### config.mk
export PLATFORM = sky130hd
export DESIGN_NAME = easing_tween_interpolator_flat
export DESIGN_NICKNAME = d
export VERILOG_FILES = /design/src/hw/rtl/eti_pkg.sv /design/src/hw/rtl/eti_channels.sv /design/src/hw/rtl/eti_ctrl.sv /design/src/hw/rtl/eti_datapath.sv /design/src/hw/rtl/easing_tween_interpolator.sv /design/src/flat_wrapper.sv
export SDC_FILE = /design/constraint.sdc
export NUM_CORES = 2
export LEC_CHECK = 0
export BUFFER_PORTS_ARGS = -buffer_cell sky130_fd_sc_hd__buf_4
export CAP_MARGIN = 20
export CELL_PAD_IN_SITES_DETAIL_PLACEMENT = 1
export CELL_PAD_IN_SITES_GLOBAL_PLACEMENT = 1
export CORE_ASPECT_RATIO = 1.25
export CORE_MARGIN = 4
export CORE_UTILIZATION = 31
export CTS_BUF_LIST = sky130_fd_sc_hd__clkbuf_16
export DETAILED_ROUTE_END_ITERATION = 10
export GPL_TIMING_DRIVEN = 1
export MAX_ROUTING_LAYER = met4
export PLACE_DENSITY_LB_ADDON = 0.3
export SYNTH_ARGS = -nofsm -noshare
export SYNTH_HDL_FRONTEND = slang
export SYNTH_HIERARCHICAL = 1
export SYNTH_SLANG_ARGS = --single-unit
### constraint.sdc
create_clock -name clk -period 10.5 [get_ports clk]
set_input_delay 0.525 -clock clk [delete_from_list [all_inputs] [get_ports clk]]
set_output_delay 0.525 -clock clk [all_outputs]
set_load 0.02 [all_outputs]
### src/hw/rtl/eti_pkg.sv
// package: widths, register indexes, ease modes and controller/datapath links
`timescale 1ns / 1ps
`default_nettype none

package eti_pkg;

  localparam int TIME_W        = 40;
  localparam int DUR_W         = 24;
  localparam int VAL_W         = 32;
  localparam int MODE_W        = 3;
  localparam int CFG_IDX_W     = 3;
  localparam int CFG_DATA_W    = 40;
  localparam int FRAC_BITS_DEF = 16;

  localparam logic [CFG_IDX_W-1:0] REG_EASE_MODE   = 3'd0;
  localparam logic [CFG_IDX_W-1:0] REG_START_TIME  = 3'd1;
  localparam logic [CFG_IDX_W-1:0] REG_DURATION    = 3'd2;
  localparam logic [CFG_IDX_W-1:0] REG_START_VALUE = 3'd3;
  localparam logic [CFG_IDX_W-1:0] REG_END_VALUE   = 3'd4;

  typedef enum logic [MODE_W-1:0] {
    EASE_LINEAR      = 3'd0,
    EASE_QUAD_IN     = 3'd1,
    EASE_QUAD_OUT    = 3'd2,
    EASE_QUAD_INOUT  = 3'd3,
    EASE_CUBIC_IN    = 3'd4,
    EASE_CUBIC_OUT   = 3'd5,
    EASE_CUBIC_INOUT = 3'd6
  } ease_mode_t;

  localparam ease_mode_t       EASE_MODE_RST = EASE_QUAD_INOUT;
  localparam logic [DUR_W-1:0] DURATION_RST  = 24'd250;

  // one strobe per datapath operation
  typedef struct packed {
    logic capture;
    logic classify;
    logic div_step;
    logic mul_first;
    logic mul_cube;
    logic ease;
    logic mul_interp;
    logic sum;
    logic fin;
  } eti_cmd_t;

  typedef struct packed {
    logic need_div;
    logic cubic;
    logic out_busy;
  } eti_stat_t;

endpackage

`default_nettype wire

### src/hw/rtl/eti_channels.sv
// valid/ready channel interfaces for frame items and result items
`timescale 1ns / 1ps
`default_nettype none

interface eti_in_if import eti_pkg::*; ();
  logic              valid;
  logic              ready;
  logic [TIME_W-1:0] frame_ms;

  modport source(output valid, output frame_ms, input ready);
  modport sink(input valid, input frame_ms, output ready);
endinterface

interface eti_out_if import eti_pkg::*; #(
  parameter int PROG_W = FRAC_BITS_DEF + 1
) ();
  logic                    valid;
  logic                    ready;
  logic signed [VAL_W-1:0] out_value;
  logic [PROG_W-1:0]       progress;
  logic                    changed;
  logic                    running;

  modport source(output valid, output out_value, output progress, output changed,
                 output running, input ready);
  modport sink(input valid, input out_value, input progress, input changed,
               input running, output ready);
endinterface

`default_nettype wire

### src/hw/rtl/eti_ctrl.sv
// controller: sequences classify, serial divide, multiplies, easing, sum and result load
`timescale 1ns / 1ps
`default_nettype none

module eti_ctrl import eti_pkg::*; #(
  parameter int FRAC_BITS = FRAC_BITS_DEF
) (
  input  logic      clk,
  input  logic      rst_n,
  input  logic      in_valid,
  output logic      in_ready,
  input  eti_stat_t stat,
  output eti_cmd_t  cmd
);

  localparam int             CNT_W    = $clog2(FRAC_BITS + 1);
  localparam logic [CNT_W-1:0] CNT_LAST = CNT_W'(FRAC_BITS - 1);

  typedef enum logic [8:0] {
    S_IDLE  = 9'b000000001,
    S_CLASS = 9'b000000010,
    S_DIV   = 9'b000000100,
    S_MUL1  = 9'b000001000,
    S_MUL2  = 9'b000010000,
    S_EASE  = 9'b000100000,
    S_MUL3  = 9'b001000000,
    S_SUM   = 9'b010000000,
    S_FIN   = 9'b100000000
  } state_t;

  state_t           state_r, state_nxt;
  logic [CNT_W-1:0] cnt_r, cnt_nxt;

  always_comb begin
    state_nxt = state_r;
    cnt_nxt   = cnt_r;
    cmd       = '0;
    in_ready  = (state_r == S_IDLE);
    case (state_r)
      S_IDLE: begin
        if (in_valid) begin
          cmd.capture = 1'b1;
          state_nxt   = S_CLASS;
        end
      end
      S_CLASS: begin
        cmd.classify = 1'b1;
        cnt_nxt      = '0;
        state_nxt    = stat.need_div ? S_DIV : S_MUL1;
      end
      S_DIV: begin
        cmd.div_step = 1'b1;
        cnt_nxt      = cnt_r + 1'b1;
        if (cnt_r == CNT_LAST) begin
          state_nxt = S_MUL1;
        end
      end
      S_MUL1: begin
        cmd.mul_first = 1'b1;
        state_nxt     = stat.cubic ? S_MUL2 : S_EASE;
      end
      S_MUL2: begin
        cmd.mul_cube = 1'b1;
        state_nxt    = S_EASE;
      end
      S_EASE: begin
        cmd.ease  = 1'b1;
        state_nxt = S_MUL3;
      end
      S_MUL3: begin
        cmd.mul_interp = 1'b1;
        state_nxt      = S_SUM;
      end
      S_SUM: begin
        cmd.sum   = 1'b1;
        state_nxt = S_FIN;
      end
      S_FIN: begin
        if (!stat.out_busy) begin
          cmd.fin   = 1'b1;
          state_nxt = S_IDLE;
        end
      end
      default: begin
        state_nxt = S_IDLE;
      end
    endcase
  end

  always_ff @(posedge clk) begin
    if (!rst_n) begin
      state_r <= S_IDLE;
      cnt_r   <= '0;
    end else begin
      state_r <= state_nxt;
      cnt_r   <= cnt_nxt;
    end
  end

endmodule

`default_nettype wire

### src/hw/rtl/eti_datapath.sv
// datapath: config registers, progress divider, shared multiplier, easing, output register
`timescale 1ns / 1ps
`default_nettype none

module eti_datapath import eti_pkg::*; #(
  parameter int FRAC_BITS = FRAC_BITS_DEF
) (
  input  logic                    clk,
  input  logic                    rst_n,
  input  logic                    cfg_we,
  input  logic [CFG_IDX_W-1:0]    cfg_index,
  input  logic [CFG_DATA_W-1:0]   cfg_wdata,
  input  logic [TIME_W-1:0]       in_frame,
  input  eti_cmd_t                cmd,
  output eti_stat_t               stat,
  input  logic                    out_ready,
  output logic                    out_valid,
  output logic signed [VAL_W-1:0] out_value,
  output logic [FRAC_BITS:0]      out_progress,
  output logic                    out_changed,
  output logic                    out_running
);

  localparam int P_W  = FRAC_BITS + 1;
  localparam int OP_W = FRAC_BITS + 2;
  localparam int A_W  = VAL_W + 2;
  localparam int PR_W = A_W + OP_W;
  localparam int M_W  = 2 * FRAC_BITS + 2;

  localparam logic [P_W-1:0]  ONE_P   = P_W'(1) << FRAC_BITS;
  localparam logic [P_W-1:0]  HALF_P  = P_W'(1) << (FRAC_BITS - 1);
  localparam logic [P_W:0]    TWO_PX  = (P_W + 1)'(2) << FRAC_BITS;
  localparam logic [OP_W-1:0] ONE_OP  = OP_W'(1) << FRAC_BITS;
  localparam logic [OP_W-1:0] TWO_OP  = OP_W'(2) << FRAC_BITS;
  localparam logic [M_W-1:0]  ONE_SQ  = M_W'(1) << (2 * FRAC_BITS);
  localparam logic signed [PR_W-1:0] RND = (PR_W'(1) << FRAC_BITS) - PR_W'(1);

  // configuration
  ease_mode_t              mode_r;
  logic [TIME_W-1:0]       start_time_r;
  logic [DUR_W-1:0]        duration_r;
  logic signed [VAL_W-1:0] start_value_r;
  logic signed [VAL_W-1:0] end_value_r;

  // working registers
  logic [TIME_W-1:0]       frame_r;
  logic [DUR_W-1:0]        rem_r;
  logic [P_W-1:0]          p_r;
  logic [OP_W-1:0]         s_r;
  logic [P_W-1:0]          alpha_r;
  logic signed [PR_W-1:0]  prod_r;
  logic signed [PR_W-1:0]  total_r;

  // history and result
  logic [P_W-1:0]          last_p_r;
  logic                    has_last_r;
  logic                    out_valid_r;
  logic signed [VAL_W-1:0] out_value_r;
  logic [P_W-1:0]          progress_r;
  logic                    changed_r;
  logic                    running_r;

  logic [TIME_W:0]         elapsed;
  logic [DUR_W-1:0]        dur_eff;
  logic                    before_start;
  logic                    at_end;
  logic [DUR_W:0]          rem2;
  logic                    q_bit;
  logic                    half;
  logic [OP_W-1:0]         p_op;
  logic [OP_W-1:0]         q_op;
  logic [OP_W-1:0]         op_a;
  logic [OP_W-1:0]         op_b;
  logic signed [A_W-1:0]   mul_a;
  logic signed [OP_W-1:0]  mul_b;
  logic signed [PR_W-1:0]  mul_res;
  logic [M_W-1:0]          m;
  logic [P_W-1:0]          c;
  logic [M_W-1:0]          m_bias;
  logic [P_W:0]            two_minus_c;
  logic [P_W-1:0]          alpha_nxt;
  logic signed [A_W-1:0]   diff;
  logic signed [PR_W-1:0]  start_scaled;
  logic signed [PR_W-1:0]  val_full;

  // progress classification
  assign elapsed      = {1'b0, frame_r} - {1'b0, start_time_r};
  assign dur_eff      = (duration_r == '0) ? DUR_W'(1) : duration_r;
  assign before_start = elapsed[TIME_W];
  assign at_end       = elapsed[TIME_W-1:0] >= TIME_W'(dur_eff);

  // restoring divide, one quotient bit a step
  assign rem2  = {rem_r, 1'b0};
  assign q_bit = rem2 >= {1'b0, dur_eff};

  // easing operand select
  assign half = p_r < HALF_P;
  assign p_op = OP_W'(p_r);
  assign q_op = (p_op << 1) - ONE_OP;

  always_comb begin
    case (mode_r)
      EASE_QUAD_OUT: begin
        op_a = p_op;
        op_b = TWO_OP - p_op;
      end
      EASE_QUAD_INOUT: begin
        op_a = half ? p_op : q_op;
        op_b = half ? p_op : TWO_OP - q_op;
      end
      EASE_CUBIC_OUT: begin
        op_a = ONE_OP - p_op;
        op_b = ONE_OP - p_op;
      end
      EASE_CUBIC_INOUT: begin
        op_a = half ? (p_op << 1) : TWO_OP - (p_op << 1);
        op_b = half ? (p_op << 1) : TWO_OP - (p_op << 1);
      end
      default: begin
        op_a = p_op;
        op_b = p_op;
      end
    endcase
  end

  assign diff = A_W'(end_value_r) - A_W'(start_value_r);

  // shared multiplier
  always_comb begin
    if (cmd.mul_interp) begin
      mul_a = diff;
      mul_b = $signed(OP_W'(alpha_r));
    end else if (cmd.mul_cube) begin
      mul_a = $signed({{(A_W - OP_W){1'b0}}, prod_r[FRAC_BITS +: OP_W]});
      mul_b = $signed(s_r);
    end else begin
      mul_a = $signed({{(A_W - OP_W){1'b0}}, op_a});
      mul_b = $signed(op_b);
    end
  end

  assign mul_res = mul_a * mul_b;

  // easing curve from the registered product
  assign m           = prod_r[M_W-1:0];
  assign c           = P_W'(m >> FRAC_BITS);
  assign m_bias      = ONE_SQ + m;
  assign two_minus_c = TWO_PX - {1'b0, c};

  always_comb begin
    case (mode_r)
      EASE_QUAD_IN, EASE_QUAD_OUT, EASE_CUBIC_IN: begin
        alpha_nxt = c;
      end
      EASE_QUAD_INOUT: begin
        alpha_nxt = half ? P_W'(m >> (FRAC_BITS - 1)) : P_W'(m_bias >> (FRAC_BITS + 1));
      end
      EASE_CUBIC_OUT: begin
        alpha_nxt = ONE_P - c;
      end
      EASE_CUBIC_INOUT: begin
        alpha_nxt = half ? (c >> 1) : two_minus_c[P_W:1];
      end
      default: begin
        alpha_nxt = p_r;
      end
    endcase
  end

  // interpolation and truncation toward zero
  assign start_scaled = PR_W'(start_value_r) <<< FRAC_BITS;
  assign val_full     = total_r[PR_W-1] ? ((total_r + RND) >>> FRAC_BITS)
                                        : (total_r >>> FRAC_BITS);

  assign stat.need_div = !before_start && !at_end;
  assign stat.cubic    = (mode_r == EASE_CUBIC_IN) || (mode_r == EASE_CUBIC_OUT) ||
                         (mode_r == EASE_CUBIC_INOUT);
  assign stat.out_busy = out_valid_r && !out_ready;

  always_ff @(posedge clk) begin
    if (!rst_n) begin
      mode_r        <= EASE_MODE_RST;
      start_time_r  <= '0;
      duration_r    <= DURATION_RST;
      start_value_r <= '0;
      end_value_r   <= '0;
    end else if (cfg_we) begin
      case (cfg_index)
        REG_EASE_MODE:   mode_r        <= ease_mode_t'(cfg_wdata[MODE_W-1:0]);
        REG_START_TIME:  start_time_r  <= cfg_wdata[TIME_W-1:0];
        REG_DURATION:    duration_r    <= cfg_wdata[DUR_W-1:0];
        REG_START_VALUE: start_value_r <= $signed(cfg_wdata[VAL_W-1:0]);
        REG_END_VALUE:   end_value_r   <= $signed(cfg_wdata[VAL_W-1:0]);
        default: ;
      endcase
    end
  end

  always_ff @(posedge clk) begin
    if (cmd.capture) begin
      frame_r <= in_frame;
    end
    if (cmd.classify) begin
      p_r   <= (!before_start && at_end) ? ONE_P : '0;
      rem_r <= elapsed[DUR_W-1:0];
    end
    if (cmd.div_step) begin
      rem_r <= q_bit ? DUR_W'(rem2 - {1'b0, dur_eff}) : rem2[DUR_W-1:0];
      p_r   <= {p_r[FRAC_BITS-1:0], q_bit};
    end
    if (cmd.mul_first) begin
      s_r <= op_a;
    end
    if (cmd.mul_first || cmd.mul_cube || cmd.mul_interp) begin
      prod_r <= mul_res;
    end
    if (cmd.ease) begin
      alpha_r <= alpha_nxt;
    end
    if (cmd.sum) begin
      total_r <= start_scaled + prod_r;
    end
    if (cmd.fin) begin
      out_value_r <= val_full[VAL_W-1:0];
      progress_r  <= p_r;
      changed_r   <= !has_last_r || (p_r != last_p_r);
      running_r   <= !p_r[FRAC_BITS];
    end
  end

  always_ff @(posedge clk) begin
    if (!rst_n) begin
      last_p_r    <= '0;
      has_last_r  <= 1'b0;
      out_valid_r <= 1'b0;
    end else begin
      if (cmd.fin) begin
        last_p_r    <= p_r;
        has_last_r  <= 1'b1;
        out_valid_r <= 1'b1;
      end else if (out_ready) begin
        out_valid_r <= 1'b0;
      end
    end
  end

  assign out_valid    = out_valid_r;
  assign out_value    = out_value_r;
  assign out_progress = progress_r;
  assign out_changed  = changed_r;
  assign out_running  = running_r;

endmodule

`default_nettype wire

### src/hw/rtl/easing_tween_interpolator.sv
// top level: easing tween interpolator, controller plus datapath
// each item is accepted, classified, divided bit-serially, multiplied, eased, summed and loaded;
//   frames before the start or past the end skip the divider; cubic modes add a second multiply
// one item is in flight at a time: a new item is taken only once the last one is loaded
// results sit in an output register, so the next item is taken while one waits
// reset: rst_n synchronous active low; config returns to defaults, no previous frame
`timescale 1ns / 1ps
`default_nettype none

module easing_tween_interpolator import eti_pkg::*; #(
  parameter int FRAC_BITS = FRAC_BITS_DEF
) (
  input  logic                  clk,
  input  logic                  rst_n,
  input  logic                  cfg_we,
  input  logic [CFG_IDX_W-1:0]  cfg_index,
  input  logic [CFG_DATA_W-1:0] cfg_wdata,
  eti_in_if.sink                in_item,
  eti_out_if.source             out_item
);

  localparam logic [FRAC_BITS:0] ONE_P = (FRAC_BITS + 1)'(1) << FRAC_BITS;

  // control/status links between the two halves
  eti_cmd_t  cmd;
  eti_stat_t stat;

  logic                    in_ready;
  logic                    out_valid;
  logic signed [VAL_W-1:0] out_value;
  logic [FRAC_BITS:0]      out_progress;
  logic                    out_changed;
  logic                    out_running;

  // sequencer: idle, classify, divide, multiplies, easing, sum, result load
  eti_ctrl #(
    .FRAC_BITS(FRAC_BITS)
  ) u_ctrl (
    .clk     (clk),
    .rst_n   (rst_n),
    .in_valid(in_item.valid),
    .in_ready(in_ready),
    .stat    (stat),
    .cmd     (cmd)
  );

  // arithmetic, config registers, previous-progress history and output register
  eti_datapath #(
    .FRAC_BITS(FRAC_BITS)
  ) u_dp (
    .clk         (clk),
    .rst_n       (rst_n),
    .cfg_we      (cfg_we),
    .cfg_index   (cfg_index),
    .cfg_wdata   (cfg_wdata),
    .in_frame    (in_item.frame_ms),
    .cmd         (cmd),
    .stat        (stat),
    .out_ready   (out_item.ready),
    .out_valid   (out_valid),
    .out_value   (out_value),
    .out_progress(out_progress),
    .out_changed (out_changed),
    .out_running (out_running)
  );

  assign in_item.ready      = in_ready;
  assign out_item.valid     = out_valid;
  assign out_item.out_value = out_value;
  assign out_item.progress  = out_progress;
  assign out_item.changed   = out_changed;
  assign out_item.running   = out_running;

  // progress is clamped to one
  a_progress_clamped: assert property (@(posedge clk) disable iff (!rst_n)
    out_item.valid |-> out_item.progress <= ONE_P)
    else $error("progress above one");

  // running follows progress
  a_running_matches: assert property (@(posedge clk) disable iff (!rst_n)
    out_item.valid |-> out_item.running == (out_item.progress != ONE_P))
    else $error("running flag disagrees with progress");

  // one item in flight at a time
  a_one_in_flight: assert property (@(posedge clk) disable iff (!rst_n)
    (in_item.valid && in_item.ready) |=> !in_item.ready)
    else $error("input taken while an item is in flight");

endmodule

`default_nettype wire
### src/flat_wrapper.sv
// flat-port wrapper written by rule: the top's interface ports become plain ports
module easing_tween_interpolator_flat import eti_pkg::*;
#(
  parameter int FRAC_BITS = FRAC_BITS_DEF
)
  (clk, rst_n, cfg_we, cfg_index, cfg_wdata, in_item_valid, in_item_frame_ms, in_item_ready, out_item_valid, out_item_out_value, out_item_progress, out_item_changed, out_item_running, out_item_ready);
  eti_in_if in_item_i ();
  eti_out_if out_item_i ();
  input  logic clk;
  input  logic rst_n;
  input  logic cfg_we;
  input  logic [CFG_IDX_W-1:0] cfg_index;
  input  logic [CFG_DATA_W-1:0] cfg_wdata;
  input wire logic [$bits(in_item_i.valid)-1:0] in_item_valid;
  input wire logic [$bits(in_item_i.frame_ms)-1:0] in_item_frame_ms;
  output wire logic [$bits(in_item_i.ready)-1:0] in_item_ready;
  output wire logic [$bits(out_item_i.valid)-1:0] out_item_valid;
  output wire logic [$bits(out_item_i.out_value)-1:0] out_item_out_value;
  output wire logic [$bits(out_item_i.progress)-1:0] out_item_progress;
  output wire logic [$bits(out_item_i.changed)-1:0] out_item_changed;
  output wire logic [$bits(out_item_i.running)-1:0] out_item_running;
  input wire logic [$bits(out_item_i.ready)-1:0] out_item_ready;
  assign in_item_i.valid = in_item_valid;
  assign in_item_i.frame_ms = in_item_frame_ms;
  assign in_item_ready = in_item_i.ready;
  assign out_item_valid = out_item_i.valid;
  assign out_item_out_value = out_item_i.out_value;
  assign out_item_progress = out_item_i.progress;
  assign out_item_changed = out_item_i.changed;
  assign out_item_running = out_item_i.running;
  assign out_item_i.ready = out_item_ready;
  easing_tween_interpolator #(.FRAC_BITS(FRAC_BITS)) u_core (.clk(clk), .rst_n(rst_n), .cfg_we(cfg_we), .cfg_index(cfg_index), .cfg_wdata(cfg_wdata), .in_item(in_item_i), .out_item(out_item_i));
endmodule
## After elaboration in Yosys (flattened, before gate mapping)

Cells that the tools add are included.
W data, S select, Z words.

- Output and inout port bits: 53
- Bits of input ports: 88
- Word-level logic and storage cells: 128
- Register bits: 435

- Multiplexer cells: 40
- Add/sub/neg operators: 14
- Multipliers: 1
- Reduce and logical (&&, ||, !) cells: 25
- Magnitude comparators: 3
- Equality and inequality tests: 24

Operators with widths:

| cell | count |
|---|---|
| $mux W18 | 6 |
| $mux W24 | 4 |
| $mux W17 | 5 |
| $pmux W9 S9 | 1 |
| $pmux W18 S4 | 1 |
| $pmux W17 S4 | 1 |
| $pmux W18 S3 | 1 |
| $add A48 B52 Y52 | 1 |
| $mul A34 B18 Y52 | 1 |
| $add A48 B17 Y48 const B | 1 |
| $sub A40 B40 Y41 | 1 |
| $ge A40 B24 Y1 | 1 |
| $sub A18 B17 Y18 const A | 2 |
| $sub A18 B18 Y18 const A | 2 |
| $add A33 B34 Y34 const A | 1 |
| $mux W34 | 1 |
| $sub A32 B32 Y33 | 1 |
| $mux W32 | 1 |
| $mux W9 | 3 |
| $ge A25 B24 Y1 | 1 |
| $logic_not A24 Y1 | 1 |
| $sub A24 B24 Y24 | 1 |
| $sub A17 B17 Y18 const A | 1 |
| $sub A18 B17 Y18 const B | 1 |
| 30 further kinds | 67 |

## Depth between registers and ports, before layout

- Depth in word-level cells: 7
- Depth in mapped cells: 39

## Cells and area by module

Netlist, hierarchy kept.

Modules (own cells, without submodules):

| module | instances | area each (µm²) | cells each | seq. area each (µm²) |
|---|---|---|---|---|
| eti_datapath | 1 | 47424.2 | 5360 | 11050.6 |
| eti_ctrl | 1 | 903.4 | 112 | 280.3 |

## Worst setup path after synthesis

OpenSTA, ideal clock, no wires.

- Path type: register to register
- Start point: reg u_core.u_dp.start_value_r[0]
- End point: reg u_core.u_dp.prod_r[48], data pin
- Cell stages (with the launch flop): 35
- Slack: 1.379 ns
- Clock period less this slack: 9.121 ns
- Library setup time: 0.260 ns
- Arrival: 8.861 ns
- Required time: 10.240 ns
- Cell sequence: dfxtp_1 > ha_1 > inv_1 > fa_1 > a21o_1 > a21oi_1 > o21ai_1 > a31oi_1 > o21ai_1 > a221o_1 > a211oi_2 > nor3_1 > o41a_1 > clkbuf_1 > nor2_1 > fa_1 > inv_1 > fa_1 > inv_1 > fa_1 > fa_1 > fa_1 > inv_1 > fa_1 > inv_1 > ha_1 > a21o_1 > a21o_1 > a21o_1 > a21o_1 > a21o_1 > a21o_1 > a21o_1 > a31oi_1 > xnor2_1

- Longest elaborated chain between the ends: 3

Ends and longest elaborated chain:

| what | RTL line | source |
|---|---|---|
| start: declaration | eti_datapath.sv:42 | `logic signed [VAL_W-1:0] start_value_r;` |
| start signal: assignment | eti_datapath.sv:192 | `REG_START_VALUE: start_value_r <= $signed(cfg_wdata[VAL_W-1:0]);` |
| $sub A32 B32 Y33 | eti_datapath.sv:126 | `assign diff = A_W'(end_value_r) - A_W'(start_value_r);` |
| $mux W34 | eti_datapath.sv:130 | `if (cmd.mul_interp) begin` |
| $mul A34 B18 Y52 | eti_datapath.sv:142 | `assign mul_res = mul_a * mul_b;` |
| named net u_core.u_dp.mul_res[48] | eti_datapath.sv:76 | `logic signed [PR_W-1:0] mul_res;` |
| end signal: assignment | eti_datapath.sv:215 | `prod_r <= mul_res;` |
| end: declaration | eti_datapath.sv:51 | `logic signed [PR_W-1:0] prod_r;` |

The timed path passes the listed nets, and every way through them passes these cells.
A chain may end at the register's enable or synchronous reset.

## Final worst setup path

- Start point: reg u_core.u_dp.p_r[1]
- End point: reg u_core.u_dp.prod_r[49], data pin

- Longest elaborated chain between the ends: 7
- Elaborated cells on any way between the ends: 16

Ends and longest elaborated chain:

| what | RTL line | source |
|---|---|---|
| start: declaration | eti_datapath.sv:48 | `logic [P_W-1:0] p_r;` |
| start signal: assignment | eti_datapath.sv:204 | `p_r <= (!before_start && at_end) ? ONE_P : '0;` |
| start signal: assignment | eti_datapath.sv:209 | `p_r <= {p_r[FRAC_BITS-1:0], q_bit};` |
| $sub A18 B17 Y18 | eti_datapath.sv:99 | `assign q_op = (p_op << 1) - ONE_OP;` |
| $sub A18 B18 Y18 | eti_datapath.sv:109 | `op_b = half ? p_op : TWO_OP - q_op;` |
| $mux W18 | eti_datapath.sv:109 |  |
| $pmux W18 S4 | eti_datapath.sv:102 | `case (mode_r)` |
| $mux W18 | eti_datapath.sv:133 | `end else if (cmd.mul_cube) begin` |
| $mux W18 | eti_datapath.sv:130 |  |
| $mul A34 B18 Y52 * | eti_datapath.sv:142 |  |
| named net u_core.u_dp.mul_res[49] | eti_datapath.sv:76 |  |

The timed path passes the listed nets; every way through them passes the cells marked *.

==> reports/results.md <==
## Status
• **status** completed

## Clocking
• **clock latency of the later-clocked register in the worst-skew pair** 0.67 ns
• **Clock transition at path regs** 0.06 ns
• **deepest clock path buffer count** 3
• **CTS Root Buffer Type** sky130_fd_sc_hd__clkbuf_16
• **clock tree from TritonCTS** done
• **# clock sinks** 432
• **cts bufs inserted** 50
• **H-tree levels** 2

## Critical path
• **stage delay of the slowest cell on the critical path** 0.56 ns
• **most frequent cell on the critical path** sky130_fd_sc_hd__fa_1
• **maximum fanout along the worst path** 20
• **family with the most delay on the worst path** adder cells
• **Critical Path Source** u_core/u_dp/p_r[1]$_SDFFCE_PN0P_
• **crit start category** register
• **master of the slowest instance on the critical path** sky130_fd_sc_hd__or4_4
• **data arrival time of the worst path** 10.49 ns
• **startpoint of the worst-slack reg-to-reg timing path** u_core/u_dp/p_r[1]$_SDFFCE_PN0P_
• **Crit path required time** 10.91 ns
• **category of the critical setup timing path** reg2reg
• **crit end category** register
• **Crit path buffers/inverters** 8

## Timing
• **Hold Vio Cnt, Final** 0
• **Worst Hold Margin** 0.0749 ns
• **maximum clock rate** 99.2 MHz
• **Final min period** 10.08 ns
• **worst setup margin** 0.424 ns
• **Max Slew Vio Count** 0
• **relative max-transition margin** 0.236
• **final clock period utilization by the worst path** 0.960
• **Post-Route Skew** 0.0546 ns
• **aggregate negative setup slack** 0 ns
• **setup violation total in the final timing report** 0
• **transition time of the tightest slew-check pin** 1.13 ns

## Placement
• **routability congestion estimate** 0.940
• **pre-CTS setup slack** -0.249 ns
• **half-perimeter wire length of the detailed placement result** 141000 µm
• **Port Buffer Count** 140
• **area after detailed placement** 52300 µm²
• **number of cells after detailed placement** 7559

## Floorplanning
• **die outline area** 162000 µm²
• **width of the chip** 361 µm
• **Initial Utilization** 0.313
• **area of the placeable core** 155000 µm²
• **count of boundary I/O pins** 141
• **height of the chip** 449 µm
• **number of standard-cell rows in the floorplan** 161

## Routing
• **detail-routed via count per cell** 5.19
• **detailed router's first-iteration violation count** 2071
• **total length of routed wires** 177000 µm
• **number of optimization iterations in the first detailed-route pass** 7
• **antenna viol nets, final** 0
• **average routed wire per standard cell** 23.0 µm
• **number of vias in the routed layout** 39900
• **DRC violation count after routing** 0

## GRT
• **Tot GR Track Use** 0.223
• **largest net degree at the start of global routing** 96
• **via count of the first global-routing pass** 43800
• **global-route wire length before repair** 271000 µm
• **gr ovfl total** 0
• **initial antenna violation count** 2

## Finish
• **most frequent cells in the layout** sky130_fd_sc_hd__inv_1, sky130_fd_sc_hd__nand2_1, sky130_fd_sc_hd__fa_1
• **number of non-filler instances in the completed layout** 7694
• **share of post-route cells with drive strength above 1** 0.0909
• **final net count** 6567
• **layout overhead on the synthesized area** 12.9%
• **number of fill cells** 18000
• **most common cell after layout, fill and taps aside** sky130_fd_sc_hd__inv_1
• **total non-filler cell area in the finished layout** 54600 µm²
• **final standard cell utilization of the core** 0.353

## Synthesis
• **prevailing post-synth register cell** sky130_fd_sc_hd__edfxtp_1
• **post-synthesis sequential area ratio** 0.234
• **synth top area cells** sky130_fd_sc_hd__fa_1, sky130_fd_sc_hd__edfxtp_1, sky130_fd_sc_hd__ha_1, sky130_fd_sc_hd__dfxtp_1, sky130_fd_sc_hd__inv_1
• **Post-synth ARST share** 0
• **YS warnings** 6
• **Synth Area per Inst** 8.83 µm²
• **post-synthesis cell area** 48300 µm²
• **fraction of post-synthesis cell area in the top cell type by area** 0.240
• **number of synthesized flops with an enable pin** 268
• **count of cell types in the netlist** 102
• **flops & latches, synth** 432
• **leading area contributor after synthesis** sky130_fd_sc_hd__fa_1
• **number of nets in the synthesized netlist** 6425
• **number of standard cells after synthesis** 5472

## Pwr
• **Worst VDD drop** 535 µV
• **total power divided by cell area** 215 nW/µm²
• **overall power consumption** 11.7 mW
• **leak pwr** 23.5 nW

## Flow run
• **Max Cap Violations** 0

## Hold path
• **min-delay worst type** in2reg
• **startpoint of the worst hold path** in_item_frame_ms[23]

==> metal layers <==
layer | track usage | vias to the layer above | share of wire
met5 | - | - | 0
met4 | 0.0773 | 0 | 0.041
met3 | 0.0210 | 285 | 0.033
met2 | 0.403 | 748 | 0.52
met1 | 0.259 | 20600 | 0.41
li1 | - | 18300 | -
==> final timing paths <==
check | to | slack, ns | depth (start not counted)
setup / recovery | u_core/u_dp/prod_r[49]$_DFFE_PP_ | 0.42 | 33
setup reg to reg | u_core/u_dp/prod_r[49]$_DFFE_PP_ | 0.42 | 33
hold / removal | u_core/u_dp/frame_r[23]$_DFFE_PP_ | 0.07 | 1
hold reg to reg | u_core/u_dp/total_r[9]$_DFFE_PP_ | 0.41 | 0
==> synth_stat cells (all sizes together), types with 11 or more instances <==
library cell / number
inv: 846
nand2: 758
fa: 579
nor2: 443
ha: 286
edfxtp: 268
a21oi: 226
clkbuf: 207
o21ai: 179
xnor2: 175
dfxtp: 164
a21boi: 128
a21o: 103
nand3: 78
nor2b: 78
xor2: 71
and2: 65
nor3: 65
mux2i: 60
nand2b: 52
a31oi: 51
buf: 51
a211oi: 38
nand4: 35
o21a: 34
and3: 33
o211ai: 28
nor4: 26
o22ai: 24
or3: 23
o31ai: 22
o21bai: 19
o311ai: 17
a221o: 15
or2: 15
mux2: 13
nor3b: 13
a31o: 12
and4: 12
a22oi: 11
==> layout make-up <==
| cell class | count | area (µm²) | area share |
|---|---|---|---|
| diodes | 1 | 2.50 | 0.0000459 |
| inverters | 848 | 3190 | 0.0584 |
| clock buffers | 53 | 1330 | 0.0243 |
| flip-flops and latches | 432 | 11300 | 0.208 |
| repair buffers | 348 | 2760 | 0.0505 |
| multi-input cells | 3934 | 33000 | 0.605 |
| well taps | 2037 | 2550 | 0.0467 |
| clock inverters | 41 | 388 | 0.00711 |
==> what timing repair did <==
| action | CTS | global route |
|---|---|---|
| endpoints found under the hold margin | 33 | 0 |
| buffers inserted | 3 | 4 |
| setup endpoints to repair | 6 | 15 |
| gates resized for setup | 6 | 26 |
| cloned | 0 | 0 |
| hold buffers | 33 | 0 |
| pin swaps | 1 | 3 |
==> flip-flops by register name (all words and copies together), names as in the netlist, 24 cells and up <==
register	count
u_core/u_dp/end_value_r	32
u_core/u_dp/duration_r	24
u_core/u_dp/prod_r	52
u_core/u_dp/start_time_r	40
u_core/u_dp/total_r	49
u_core/u_dp/rem_r	24
u_core/u_dp/start_value_r	32
u_core/u_dp/out_value	32
u_core/u_dp/frame_r	40
==> power by group <==
group | switching, mW | total (mW) | internal [mW]
Combinational | 4.81 | 7.70 | 2.90
Sequential | 0.0301 | 2.14 | 2.11
Clock | 0.813 | 1.86 | 1.05
==> cell families (layout without fill, tap and decap cells) <==
kind of cell,count (synthesis),after routing,synth area share
adders and majority gates,868,868,0.315
AOI/OAI and AO/OA,1024,1024,0.142
and+or+nand+nor,1723,1723,0.161
buffers and inverters,1106,1290,0.0868
other,0,1,0
DFF,432,432,0.234
xor gates and xnor gates,246,246,0.0447
muxes,73,73,0.0159
No activity file was read; power rests on OpenSTA's default activity.
